--- src/ltc_pkg.sv ---
`timescale 1ns / 1ps
`default_nettype none

package ltc_pkg;

    // Cache geometry.
    localparam int LTC_WAYS       = 64;
    localparam int LTC_TILE_BYTES = 512;

    // Field widths of the words on both channels.
    localparam int LTC_COORD_W    = 11;
    localparam int LTC_TILE_W     = 10;
    localparam int LTC_SLOT_OUT_W = 6;
    localparam int LTC_OFFSET_W   = $clog2(LTC_TILE_BYTES);
    localparam int LTC_MASK_W     = 8;
    localparam int LTC_IN_W       = 2 * LTC_COORD_W;
    localparam int LTC_IN_BYTES_W = ((LTC_IN_W + 7) / 8) * 8;
    localparam int LTC_OUT_W      = 2 * LTC_TILE_W + LTC_SLOT_OUT_W + 3
                                    + LTC_OFFSET_W + LTC_MASK_W;
    localparam int LTC_OUT_BYTES_W = ((LTC_OUT_W + 7) / 8) * 8;

    // Pixel position inside a tile: bits of a coordinate below the tile select.
    localparam int LTC_IN_TILE_W  = 6;

    // Per-cell control from the top level.
    typedef struct packed {
        logic look;        // compare the key and latch hit and free flags
        logic load_front;  // take the new front entry (cell 0 only)
        logic shift;       // take the entry of the previous cell
    } ltc_ctl_t;

endpackage

`default_nettype wire

--- src/lru_tile_cache_pixel_plot.sv ---
`timescale 1ns / 1ps
`default_nettype none

// Channel | Handshake         | tdata fields, lowest bit first
// s_      | s_tvalid/s_tready | pixel_x[10:0], pixel_y[10:0], 2 zero bits
// m_      | m_tvalid/m_tready | block_number, hit, buffer_slot, fresh_slot,
//         |                   | evict, victim_block, byte_offset, bit_mask, 2 zero bits
//
// The edge that accepts a word latches the tag compare in every cell, and a later
// edge, once the output register is free, moves the chosen entry to the front of
// the cell chain and loads the output register. The cell chain holds every entry.
// Reset leaves every entry invalid, entry i owning buffer slot i.
// A result that waits on m_tready holds the update; s_tready stays low then.

module lru_tile_cache_pixel_plot
    import ltc_pkg::*;
#(
    parameter int WAYS = LTC_WAYS
) (
    input  wire logic                       aclk,
    input  wire logic                       aresetn,
    input  wire logic                       s_tvalid,
    output logic                            s_tready,
    // pixel_x[10:0], pixel_y[21:11], zero fill
    input  wire logic [LTC_IN_BYTES_W-1:0]  s_tdata,
    output logic                            m_tvalid,
    input  wire logic                       m_tready,
    // block_number[9:0], hit[10], buffer_slot[16:11], fresh_slot[17], evict[18],
    // victim_block[28:19], byte_offset[37:29], bit_mask[45:38], zero fill
    output logic [LTC_OUT_BYTES_W-1:0]      m_tdata
);

    localparam int SLOT_W = $clog2(WAYS);

    typedef enum logic [1:0] {
        ST_IDLE   = 2'b01,
        ST_UPDATE = 2'b10
    } state_t;

    state_t state_reg, state_next;

    logic [LTC_COORD_W-1:0]  pix_x, pix_y;
    logic [LTC_TILE_W-1:0]   in_tile;
    logic [LTC_TILE_W-1:0]   key_reg;
    logic [LTC_TILE_W-1:0]   key;
    logic [LTC_OFFSET_W-1:0] offset_reg;
    logic [LTC_MASK_W-1:0]   mask_reg;
    logic                    accept;
    logic                    commit;

    logic                    cell_valid [WAYS];
    logic [LTC_TILE_W-1:0]   cell_tile  [WAYS];
    logic [SLOT_W-1:0]       cell_slot  [WAYS];
    logic [WAYS-1:0]         hit_vec, free_vec, sel_vec, shift_vec;
    logic                    any_hit, any_free;
    logic [SLOT_W-1:0]       front_slot;
    ltc_ctl_t                ctl [WAYS];

    logic                    out_valid_reg;
    logic [LTC_OUT_W-1:0]    out_data_reg;
    logic [LTC_OUT_W-1:0]    out_data_next;

    // Input word decode.
    assign pix_x    = s_tdata[LTC_COORD_W-1:0];
    assign pix_y    = s_tdata[2*LTC_COORD_W-1:LTC_COORD_W];
    assign in_tile  = {pix_y[LTC_COORD_W-1:LTC_IN_TILE_W],
                       pix_x[LTC_COORD_W-1:LTC_IN_TILE_W]};
    assign s_tready = (state_reg == ST_IDLE);
    assign accept   = s_tvalid && s_tready;
    assign commit   = (state_reg == ST_UPDATE) && (!out_valid_reg || m_tready);

    // The cells compare against the incoming tile at accept time.
    assign key = (state_reg == ST_IDLE) ? in_tile : key_reg;

    // Held fields of the word in flight.
    always_ff @(posedge aclk) begin
        if (accept) begin
            key_reg    <= in_tile;
            offset_reg <= {pix_y[LTC_IN_TILE_W-1:0], pix_x[LTC_IN_TILE_W-1:3]};
            mask_reg   <= LTC_MASK_W'(8'h80 >> pix_x[2:0]);
        end
    end

    // Sequencer.
    always_comb begin
        state_next = state_reg;
        unique case (state_reg)
            ST_IDLE:   if (accept) state_next = ST_UPDATE;
            ST_UPDATE: if (commit) state_next = ST_IDLE;
            default:   state_next = ST_IDLE;
        endcase
    end

    always_ff @(posedge aclk) begin
        if (!aresetn) begin
            state_reg <= ST_IDLE;
        end else begin
            state_reg <= state_next;
        end
    end

    // The chain of cells: cell i hands its entry to cell i+1.
    for (genvar i = 0; i < WAYS; i++) begin : g_cell
        logic                  prev_valid;
        logic [LTC_TILE_W-1:0] prev_tile;
        logic [SLOT_W-1:0]     prev_slot;

        if (i == 0) begin : g_head
            assign prev_valid = 1'b1;
            assign prev_tile  = key_reg;
            assign prev_slot  = front_slot;
        end else begin : g_body
            assign prev_valid = cell_valid[i-1];
            assign prev_tile  = cell_tile[i-1];
            assign prev_slot  = cell_slot[i-1];
        end

        assign ctl[i].look       = accept;
        assign ctl[i].load_front = commit && (i == 0);
        assign ctl[i].shift      = commit && shift_vec[i];

        ltc_cell #(
            .SLOT_W (SLOT_W),
            .INDEX  (i)
        ) u_cell (
            .aclk       (aclk),
            .aresetn    (aresetn),
            .ctl        (ctl[i]),
            .key        (key),
            .front_slot (front_slot),
            .prev_valid (prev_valid),
            .prev_tile  (prev_tile),
            .prev_slot  (prev_slot),
            .valid      (cell_valid[i]),
            .tile       (cell_tile[i]),
            .slot       (cell_slot[i]),
            .hit_flag   (hit_vec[i]),
            .free_flag  (free_vec[i])
        );
    end

    ltc_pick #(
        .WAYS (WAYS)
    ) u_pick (
        .hit_vec   (hit_vec),
        .free_vec  (free_vec),
        .sel_vec   (sel_vec),
        .shift_vec (shift_vec),
        .any_hit   (any_hit),
        .any_free  (any_free)
    );

    // Slot of the chosen entry, picked by its one-hot select.
    always_comb begin
        front_slot = '0;
        for (int i = 0; i < WAYS; i++) begin
            front_slot = front_slot | (cell_slot[i] & {SLOT_W{sel_vec[i]}});
        end
    end

    // Result word.
    always_comb begin
        logic                  evict;
        logic                  fresh;
        logic [LTC_TILE_W-1:0] victim;
        evict  = !any_hit && !any_free;
        fresh  = !any_hit && any_free;
        victim = evict ? cell_tile[WAYS-1] : '0;
        out_data_next = {mask_reg, offset_reg, victim, evict, fresh,
                         LTC_SLOT_OUT_W'(front_slot), any_hit, key_reg};
    end

    // Output register.
    always_ff @(posedge aclk) begin
        if (!aresetn) begin
            out_valid_reg <= 1'b0;
        end else if (commit) begin
            out_valid_reg <= 1'b1;
        end else if (m_tready) begin
            out_valid_reg <= 1'b0;
        end
    end

    always_ff @(posedge aclk) begin
        if (commit) begin
            out_data_reg <= out_data_next;
        end
    end

    assign m_tvalid = out_valid_reg;
    assign m_tdata  = LTC_OUT_BYTES_W'(out_data_reg);

    // Exactly one entry is chosen for the update.
    a_one_choice: assert property (@(posedge aclk) disable iff (!aresetn)
        (state_reg == ST_UPDATE) |-> $onehot(sel_vec))
        else $error("entry choice is not one-hot");

    // After an update the front entry holds the looked-up tile.
    a_front_tile: assert property (@(posedge aclk) disable iff (!aresetn)
        commit |=> (cell_valid[0] && (cell_tile[0] == $past(key_reg))))
        else $error("front entry does not hold the new tile");

    // An update never overwrites a result still waiting on the master side.
    a_no_overrun: assert property (@(posedge aclk) disable iff (!aresetn)
        (out_valid_reg && !m_tready) |-> !commit)
        else $error("result overwritten before it was taken");

    // A word is taken only while no other is being looked up.
    a_one_inflight: assert property (@(posedge aclk) disable iff (!aresetn)
        accept |=> ((state_reg == ST_UPDATE) && !s_tready))
        else $error("second word accepted during an update");

endmodule

`default_nettype wire

--- src/ltc_cell.sv ---
`timescale 1ns / 1ps
`default_nettype none

module ltc_cell
    import ltc_pkg::*;
#(
    parameter int SLOT_W = 6,
    parameter int INDEX  = 0
) (
    input  wire logic                  aclk,
    input  wire logic                  aresetn,
    input  wire ltc_ctl_t              ctl,
    input  wire logic [LTC_TILE_W-1:0] key,
    input  wire logic [SLOT_W-1:0]     front_slot,
    input  wire logic                  prev_valid,
    input  wire logic [LTC_TILE_W-1:0] prev_tile,
    input  wire logic [SLOT_W-1:0]     prev_slot,
    output logic                       valid,
    output logic [LTC_TILE_W-1:0]      tile,
    output logic [SLOT_W-1:0]          slot,
    output logic                       hit_flag,
    output logic                       free_flag
);

    logic                  valid_reg;
    logic [LTC_TILE_W-1:0] tile_reg;
    logic [SLOT_W-1:0]     slot_reg;
    logic                  hit_reg;
    logic                  free_reg;

    // Entry storage: reset leaves the entry invalid and owning its own slot.
    always_ff @(posedge aclk) begin
        if (!aresetn) begin
            valid_reg <= 1'b0;
            slot_reg  <= SLOT_W'(INDEX);
        end else if (ctl.load_front) begin
            valid_reg <= 1'b1;
            slot_reg  <= front_slot;
        end else if (ctl.shift) begin
            valid_reg <= prev_valid;
            slot_reg  <= prev_slot;
        end
    end

    // Tile number needs no reset: it is only read while the entry is valid.
    always_ff @(posedge aclk) begin
        if (ctl.load_front) begin
            tile_reg <= key;
        end else if (ctl.shift) begin
            tile_reg <= prev_tile;
        end
    end

    // Lookup flags. Valid entries form a prefix, so the first free entry
    // is the one invalid entry whose predecessor is valid.
    always_ff @(posedge aclk) begin
        if (ctl.look) begin
            hit_reg  <= valid_reg && (tile_reg == key);
            free_reg <= !valid_reg && prev_valid;
        end
    end

    assign valid     = valid_reg;
    assign tile      = tile_reg;
    assign slot      = slot_reg;
    assign hit_flag  = hit_reg;
    assign free_flag = free_reg;

endmodule

`default_nettype wire

--- src/ltc_pick.sv ---
`timescale 1ns / 1ps
`default_nettype none

module ltc_pick
    import ltc_pkg::*;
#(
    parameter int WAYS = LTC_WAYS
) (
    input  wire logic [WAYS-1:0] hit_vec,
    input  wire logic [WAYS-1:0] free_vec,
    output logic [WAYS-1:0]      sel_vec,
    output logic [WAYS-1:0]      shift_vec,
    output logic                 any_hit,
    output logic                 any_free
);

    localparam int LEVELS = $clog2(WAYS);

    logic [WAYS-1:0] suf [0:LEVELS];
    logic [WAYS-1:0] last_vec;

    // A hit wins over a free entry; with neither the back entry is reused.
    always_comb begin
        last_vec           = '0;
        last_vec[WAYS-1]   = 1'b1;
        any_hit            = |hit_vec;
        any_free           = |free_vec;
        if (any_hit) begin
            sel_vec = hit_vec;
        end else if (any_free) begin
            sel_vec = free_vec;
        end else begin
            sel_vec = last_vec;
        end
    end

    // Suffix OR in log steps: bit i is set when the chosen entry sits at
    // or behind position i, so cells 1 up to that position move back.
    always_comb begin
        suf[0] = sel_vec;
        for (int k = 0; k < LEVELS; k++) begin
            suf[k+1] = suf[k] | (suf[k] >> (1 << k));
        end
        shift_vec    = suf[LEVELS];
        shift_vec[0] = 1'b0;
    end

endmodule

`default_nettype wire

--- config.mk ---
export PLATFORM = sky130hd
export DESIGN_NAME = lru_tile_cache_pixel_plot
export DESIGN_NICKNAME = d
export VERILOG_FILES = /design/src/ltc_pkg.sv /design/src/lru_tile_cache_pixel_plot.sv /design/src/ltc_cell.sv /design/src/ltc_pick.sv
export SDC_FILE = /design/constraint.sdc
export NUM_CORES = 2
export LEC_CHECK = 0
export BUFFER_PORTS_ARGS = -buffer_cell sky130_fd_sc_hd__buf_4
export CAP_MARGIN = 20
export CELL_PAD_IN_SITES_DETAIL_PLACEMENT = 1
export CELL_PAD_IN_SITES_GLOBAL_PLACEMENT = 1
export CORE_UTILIZATION = 57
export DETAILED_ROUTE_END_ITERATION = 10
export GPL_TIMING_DRIVEN = 0
export PLACE_DENSITY = 0.93
export SYNTH_ARGS = -nofsm -noshare
export SYNTH_HDL_FRONTEND = slang
export SYNTH_HIERARCHICAL = 1
export SYNTH_SLANG_ARGS = --single-unit
--- constraint.sdc ---
create_clock -name aclk -period 11.28 [get_ports aclk]
set_input_delay 0.564 -clock aclk [delete_from_list [all_inputs] [get_ports aclk]]
set_output_delay 0.564 -clock aclk [all_outputs]
set_load 0.02 [all_outputs]
==> results_dict.tcl <==
set metrics [dict create \
    status "complete, no violations" \
    largest_fanout_on_the_critical_path 34 \
    dp.final_hpwl_um 175000 \
    vias_per_cell 6.79 \
    final-instance-count-excl-fill 7467 \
    antenna_violating_nets_post_route 0 \
    detailroute.via_count 50700 \
    final.setup.tns_ps 0 \
    fin_crit_sh 0.649 \
    wire_per_inst_um 36.4 \
    grt.overflow.total 0 \
    yosys_cell_types 58 \
    final_cell_area_um2 76600 \
    syn_to_layout_area_delta_pct 12.9 \
    maxCapViolations 0 \
    synth-async-reset-ratio 0 \
    yosys_most_used_dff "edfxtp_1" \
    io_pins 78 \
    delay_of_the_slowest_cell_on_the_worst_path_ps 1130 \
    worst_ep_required_time_ps 12000 \
    timing.final.crit_period_ps 7320 \
    timing.final.max_slew_violations 0 \
    maxSlewHeadroom 0.132 \
    start_kind "flop" \
    synthMostInstantiatedCell "edfxtp_1" \
    cts.reportedPaths.clkPinSlew_ps 70 \
    worstSetupEndpointType "flop" \
    drc 0 \
    postSynthRegisterBits 1292 \
    synth_largest_area_cell "edfxtp_1" \
    routed_wirelength_um 272000 \
    finalHoldViolCount 0 \
    worst_clock_skew_ps 35.8 \
    min_path_type "in -> reg" \
    layout.nets 5837 \
    rsz0062_at_grt "false" \
    slowest_cell_on_the_critical_path "nor3b_2" \
    post-layout-total-power_mw 12.5 \
    grt_pass1_wl_um 391000 \
    core.rowCount 126 \
    largest_register_ffs 640 \
    ys_warn_count 6 \
    antenna_found_initial 17 \
    post_route_cells_drive_above_1_share 0.257 \
    1st_pass_router_iterations 6 \
    cts-buffers-inserted 139 \
    max_freq_ghz 0.137 \
    power.ir.vdd_worst_mv 0.149 \
    fin_hold_ws_ps 139 \
    placed_cells 7184 \
    die_h_um 347 \
    worstPathCellList "nor4_1 -> nor3b_2 -> nand3_1 -> nor3_4 -> buf_2 -> buf_4 -> buf_2 -> a21o_1 -> a22o_1 -> a221oi_1 -> nand4_1 -> or4_4 -> buf_12 -> nand2_1 -> o21ai_0 -> and2_1" \
    timing.final.setup_violations 0 \
    synth.yosys.seq_area_share 0.506 \
    cellLeakagePower_nw 27.9 \
    synth.cells.most_frequent "edfxtp_1, mux2_2, xnor2_1, dfxtp_1, nand2_1" \
    die_w_um 347 \
    worst_skew_pair.late_latency_ps 800 \
    synth_top_area_share 0.373 \
    total_number_of_h_tree_levels 4 \
    crit_type "reg -> reg" \
    ctsLongestPathBuffers 3 \
    placed_area_um2 71800 \
    cts_root_buffer "clkbuf_16" \
    floorplan.initialDensity 0.575 \
    core_region_area_um2 118000 \
    worst_endpoint_data_arrival_time_ps 8040 \
    p_per_area_nw_per_um2 164 \
    synth_cells 5359 \
    clock_sinks 1292 \
    mean_instance_size_in_the_synthesized_netlist_um2 12.7 \
    cell_with_the_most_instances_on_the_worst_path "buf_2" \
    tritoncts "built" \
    global_route.usage.total 0.444 \
    final_wtd_congestion 1.06 \
    pin_count_of_the_biggest_net_entering_global_routing 169 \
    die_area_um2 120000 \
    port_buffers 73 \
    drtIter0Drc 5926 \
    grt_pass1_vias 53700 \
    cts_setup_buffers 0 \
    post_synth_instance_area_um2 67800 \
    tightest_pin_transition_ps 1300 \
    synth_edf_count 841 \
    synth_top_cells_by_area "edfxtp_1, dfxtp_1, mux2_2, xnor2_1, mux2_4" \
]
[what timing repair did]
action / CTS / global route
hold endpoints to repair: 19 / 0
hold buffers: 19 / 0
resized for setup: 0 / 0
[placed cells by master, fill, tap and decap left out, types with 77 or more instances in the layout]
cell type	n
conb_1	192
clkbuf_16	140
nand2_1	415
o21ai_0	201
and2_1	267
a221oi_1	92
nand3_1	78
xnor2_1	640
buf_4	146
a22o_1	97
mux2_2	631
mux2i_1	384
nand4_1	168
mux2_4	265
nor3_1	106
dfxtp_1	451
edfxtp_1	841
buf_6	77
[worst paths after layout]
| path | to | cells past startpoint | start | slack (ps) |
|---|---|---|---|---|
| setup reg to reg | g_cell[0].u_cell/slot[1]$_SDFFE_PN0P_ | 16 | g_cell[46].u_cell/hit_flag$_DFFE_PP_ | 3960 |
| hold reg to reg | out_data_reg[33]$_DFFE_PP_ | 0 | offset_reg[4]$_DFFE_PP_ | 430 |
| setup / recovery | g_cell[0].u_cell/slot[1]$_SDFFE_PN0P_ | 16 | g_cell[46].u_cell/hit_flag$_DFFE_PP_ | 3960 |
| hold / removal | mask_reg[1]$_SDFFCE_PN0P_ | 2 | s_tdata[0] | 140 |
[area by class of cell]
class                           count  area (µm²)
Timing Repair Buffer              120        1340
Antenna cell                        5        12.5
Multi-Input combinational cell   4021       32600
Fill cell                       11200       41400
Sequential cell                  1292       34300
Tap cell                         1536        1920
Clock buffer                      192        3900
Clock inverter                     66         686
Inverter                           11        41.3
Buffer                            224        1750
[per-layer routing]
layer  GRT usage  vias up  part of all wire
li1            -    20500                 -
met1       0.513    25800              0.36
met2       0.735     3228              0.48
met3       0.109     1166             0.084
met4       0.290       16             0.077
met5           0        -           0.00038
[kinds of logic (layout without fill, tap and decap cells)]
group	Yosys count	after routing	synth area share
AO/OA/AOI/OAI	571	571	0.0601
XOR/XNOR	640	640	0.0827
buffers and inverters	235	613	0.0264
flip-flops	1292	1292	0.506
multiplexers	1290	1290	0.222
other	3	197	0.000166
AND/OR/NAND/NOR	1328	1328	0.103
[metrics by stage]
step                setup slack (ps)   util
floorplan                       6570      -
global placement                2250  0.602
detailed placement              4990  0.609
CTS                             4830  0.649
global route                    4340  0.649
finish                          3960  0.649
[critical path, delay by kind of cell, from the launching register on]
kind / cells / cell delay [ps]
and+or+nand+nor: 8 / 3820
buffers and inverters: 4 / 1760
AOI/OAI and AO/OA: 4 / 1110
DFF: 1 / 480
[power breakdown]
group          switching [mW]  internal (mW)  total (mW)
Clock                    2.15           2.67        4.83
Combinational            1.04          0.816        1.85
Sequential              0.389           5.47        5.85
Note: power is estimated with default switching activity, not from simulation.
